[config.mk]
export PLATFORM = sky130hd
export DESIGN_NAME = ilir_cell
export DESIGN_NICKNAME = d
export VERILOG_FILES = /design/src/ilir_pkg.sv /design/src/ilir_cell.sv
export SDC_FILE = /design/constraint.sdc
export NUM_CORES = 1
export LEC_CHECK = 0
export BUFFER_PORTS_ARGS = -buffer_cell sky130_fd_sc_hd__buf_2
export CAP_MARGIN = 20
export CORE_MARGIN = 8
export CORE_UTILIZATION = 39
export DETAILED_ROUTE_END_ITERATION = 10
export GPL_TIMING_DRIVEN = 0
export PLACE_DENSITY = 0.88
export SETUP_SLACK_MARGIN = 0.1
export SLEW_MARGIN = 20
export SYNTH_ARGS = -nofsm -noshare
export SYNTH_HDL_FRONTEND = slang
export SYNTH_SLANG_ARGS = --single-unit
export TNS_END_PERCENT = 30
[constraint.sdc]
create_clock -name clk_i -period 5 [get_ports clk_i]
set_clock_uncertainty 0.2 [all_clocks]
set_input_delay 0.75 -clock clk_i [delete_from_list [all_inputs] [get_ports clk_i]]
set_output_delay 0.75 -clock clk_i [all_outputs]
set_load 0.1 [all_outputs]
[src/ilir_pkg.sv]
// ----------------------------------------------------------------------------
// ilir_pkg
// Shared widths, operation and status codes, and the cell control types
// of the indexed list.
// ----------------------------------------------------------------------------
package ilir_pkg;

  // item field widths
  localparam int unsigned OP_BITS     = 3;
  localparam int unsigned POS_BITS    = 6;
  localparam int unsigned VALUE_BITS  = 32;
  localparam int unsigned DATA_BITS   = 32;
  localparam int unsigned LENGTH_BITS = 7;
  localparam int unsigned STATUS_BITS = 2;

  // default geometry
  localparam int unsigned DEPTH_DEF     = 64;
  localparam int unsigned WORD_BITS_DEF = 32;

  // operation codes
  localparam logic [OP_BITS-1:0] OP_READ   = 3'd0;
  localparam logic [OP_BITS-1:0] OP_WRITE  = 3'd1;
  localparam logic [OP_BITS-1:0] OP_INSERT = 3'd2;
  localparam logic [OP_BITS-1:0] OP_REMOVE = 3'd3;
  localparam logic [OP_BITS-1:0] OP_CLEAR  = 3'd4;

  // status codes
  localparam logic [STATUS_BITS-1:0] ST_OK     = 2'd0;
  localparam logic [STATUS_BITS-1:0] ST_BOUNDS = 2'd1;
  localparam logic [STATUS_BITS-1:0] ST_FULL   = 2'd2;

  // command broadcast to every cell of the row
  typedef enum logic [1:0] {
    CMD_HOLD,
    CMD_WRITE,
    CMD_SHIFT_UP,
    CMD_SHIFT_DOWN
  } cell_cmd_e;

  typedef struct packed {
    cell_cmd_e           cmd;
    logic [POS_BITS-1:0] pos;
  } cell_ctrl_t;

endpackage

[src/ilir_cell.sv]
// ----------------------------------------------------------------------------
// ilir_cell
// One element slot of the list. Holds a word, loads the new value, takes
// its lower or upper neighbor's word on a shift, and offers its word when
// addressed.
// ----------------------------------------------------------------------------
module ilir_cell #(
  parameter int unsigned WORD_BITS = ilir_pkg::WORD_BITS_DEF,
  parameter int unsigned INDEX     = 0
) (
  input  logic                 clk_i,
  input  ilir_pkg::cell_ctrl_t ctrl_i,
  input  logic [WORD_BITS-1:0] value_i,
  input  logic [WORD_BITS-1:0] left_i,
  input  logic [WORD_BITS-1:0] right_i,
  output logic [WORD_BITS-1:0] word_o,
  output logic [WORD_BITS-1:0] tap_o
);
  import ilir_pkg::*;

  logic [WORD_BITS-1:0] word_q, word_d;
  logic                 hit;
  logic                 above;

  assign hit   = 32'(ctrl_i.pos) == 32'(INDEX);
  assign above = 32'(INDEX) > 32'(ctrl_i.pos);

  always_comb begin
    word_d = word_q;
    unique case (ctrl_i.cmd)
      CMD_HOLD: begin
        word_d = word_q;
      end
      CMD_WRITE: begin
        if (hit) word_d = value_i;
      end
      CMD_SHIFT_UP: begin
        if (hit) begin
          word_d = value_i;
        end else if (above) begin
          word_d = left_i;
        end
      end
      CMD_SHIFT_DOWN: begin
        if (hit || above) word_d = right_i;
      end
    endcase
  end

  always_ff @(posedge clk_i) begin
    word_q <= word_d;
  end

  assign word_o = word_q;
  assign tap_o  = hit ? word_q : '0;

endmodule

==> results.toml <==
[final_layout]
fin_area_sq_um = 2880
nets = 369
antennaDiodeCount = 0
fillers = 411
syn_to_final_growth_pct = 44.1
largest_reg_flops = 32
drive_gt1_frac = 0.802

[synthesis]
ys_seq_area_frac = 0.481
syn-cell-area_sq_um = 2000
synth.distinct_cells = 16
ys_ff_latch = 32
syn_avg_cell_area_sq_um = 16.8
synthFlopType = "edfxtp_1"
synthCells = 119
synth_top_area_frac = 0.481
synthTopCellsByArea = "edfxtp_1, mux2_2, nor4b_2, nor4b_4, buf_12"
synth-edff-count = 32
yosys.area.top_type = "edfxtp_1"
yosysWarnings = 0
synthArstFlopShare = 0
synth_nets = 226
synth_common_cells = "edfxtp_1, mux2_2, nor4b_2"

[drt]
drt_pass1_iterations = 2
drt_iter0_markers = 31
post_drt_wl_per_cell_microns = 18.3
drc = 0
antenna_left = 0
via_count = 1632
via_per_inst = 4.92
drt_wl_total_microns = 6090

[grt]
grt_max_degree = 17
grt_pass1_wl_microns = 9480
first_global_vias = 1946
grt-ovfl-total = 0
track_usage = 0.162
antenna_found_initial = 0

[critical_path]
arrival_ns = 2.43
critPathRequiredTime_ns = 4.05
crit_slowest_cell = "or4_4"
critPathMaxFanout = 10
path_cells = "buf_2, or4_4, buf_6, buf_12, nor4b_2, buf_2"
slowest_delay_ns = 0.53
start_kind = "input port"
critical_path_class = "input port to primary output"
cp-end-kind = "primary output"
crit_top_cell = "buf_2"

[timing]
rsz0062_at_grt = "false"
max_slew_margin = 0.470
post-route-period-util = 0.675
finalSetupViolCount = 0
slew_violations = 0
hold_viol = 0
worst_slack_ns = 1.62
setup_tns_ns = 0
finalCriticalPeriod_ns = 3.38
worst_pin_slew_ns = 0.796
max_freq_ghz = 0.296

[power]
p_leak_nw = 1.23
powerDensity_nw_per_um2 = 327
ir_worst_vdd_mv = 0.254

[floorplanning]
die-area_sq_um = 7670
core-area_sq_um = 5040
die_w_microns = 87.6
die_y_microns = 87.6
row_count = 26
io_pins = 169
start_util = 0.396

[placed_design]
place.gp.congestion = 0.782
place_area_sq_um = 2800
hpwl_microns = 5040
pre_cts_ws_ns = 1.61
port_buffers = 134

[clocking]
holdBufCountCts = 0
cts.path.max_buffers = 2
cts_resized = 0
clk_pin_slew_ns = 0.06
cts_root_buf = "clkbuf_8"
h-tree-depth = 2
clock_sinks = 32
post_cts_buffers = 0
cts_tree = "done"
cts_buffers = 5

[status]
outcome = "complete, no violations"

[worst_hold_path]
min_path_type = "input port to flip-flop"
hold_start = "value_i[9]"
hold_end = "word_o[9]"
min_path_cells = 2

[flow_run]
maxCapViolCount = 0
critical path: cells and delay by family:
family / cells / cell delay, ns
buffers and inverters: 4 / 0.88
AND/OR/NAND/NOR: 2 / 0.79
layer usage:
| metal | track usage | share of wire |
|---|---|---|
| met1 | 0.156 | 0.35 |
| met2 | 0.295 | 0.53 |
| met3 | 0.0788 | 0.10 |
| met4 | 0.0484 | 0.016 |
| met5 | 0 | 0 |
kinds of logic after synthesis:
logic type | synth area share
AO/OA/AOI/OAI | 0.00438
multiplexers | 0.180
buffers and inverters | 0.0601
adder cells (fa/ha/maj) | 0.0125
AND/OR/NAND/NOR | 0.262
flip-flops | 0.481
metrics by stage:
stage                     instances  power [mW]  hold WS, ns  utilization
final                           332       0.942        0.569        0.571
after global routing            332       0.977        0.561        0.571
after CTS                       332       0.955        0.561        0.571
after detailed placement        325       0.767        0.857        0.556
after global placement          323       0.755        0.851        0.547
after floorplan                 119       0.682        0.770            -
worst max path at each step:
stage / from / to / slack (ns) / cells after the start
final: ctrl_i[1] / tap_o[9] / 1.62 / 6
after global routing: ctrl_i[1] / tap_o[24] / 1.56 / 6
after CTS: ctrl_i[1] / tap_o[5] / 1.61 / 6
after detailed placement: ctrl_i[1] / tap_o[5] / 1.61 / 6
after global placement: ctrl_i[6] / word_o[8] / -0.95 / 5
after floorplan: ctrl_i[1] / tap_o[0] / -0.51 / 3
report_power, final:
part | leakage, nW | internal [mW] | switching, mW | total (mW)
Sequential | 0.302 | 0.337 | 0.0156 | 0.353
Combinational | 0.884 | 0.0852 | 0.320 | 0.405
Clock | 0.0410 | 0.0945 | 0.0893 | 0.184
Total | 1.23 | 0.517 | 0.425 | 0.942
placed cells by master (no fill, tap or decap), drive strengths merged:
| cell | count |
|---|---|
| buf | 145 |
| mux2 | 32 |
| edfxtp | 32 |
| nor4b | 32 |
| clkbuf | 13 |
| inv | 2 |
| ha | 2 |
| or4 | 1 |
| or3 | 1 |
| o32ai | 1 |
| clkinv | 1 |
final cells by class:
class	instances	area, sq um	area share
Buffer	16	113	0.0391
Clock buffer	6	72.6	0.0252
Clock inverter	1	5.00	0.00174
Inverter	2	7.51	0.00261
Multi-Input combinational cell	69	936	0.325
Sequential cell	32	961	0.334
Tap cell	70	87.6	0.0304
Timing Repair Buffer	136	697	0.242
Power figures use the tool's default switching activity.
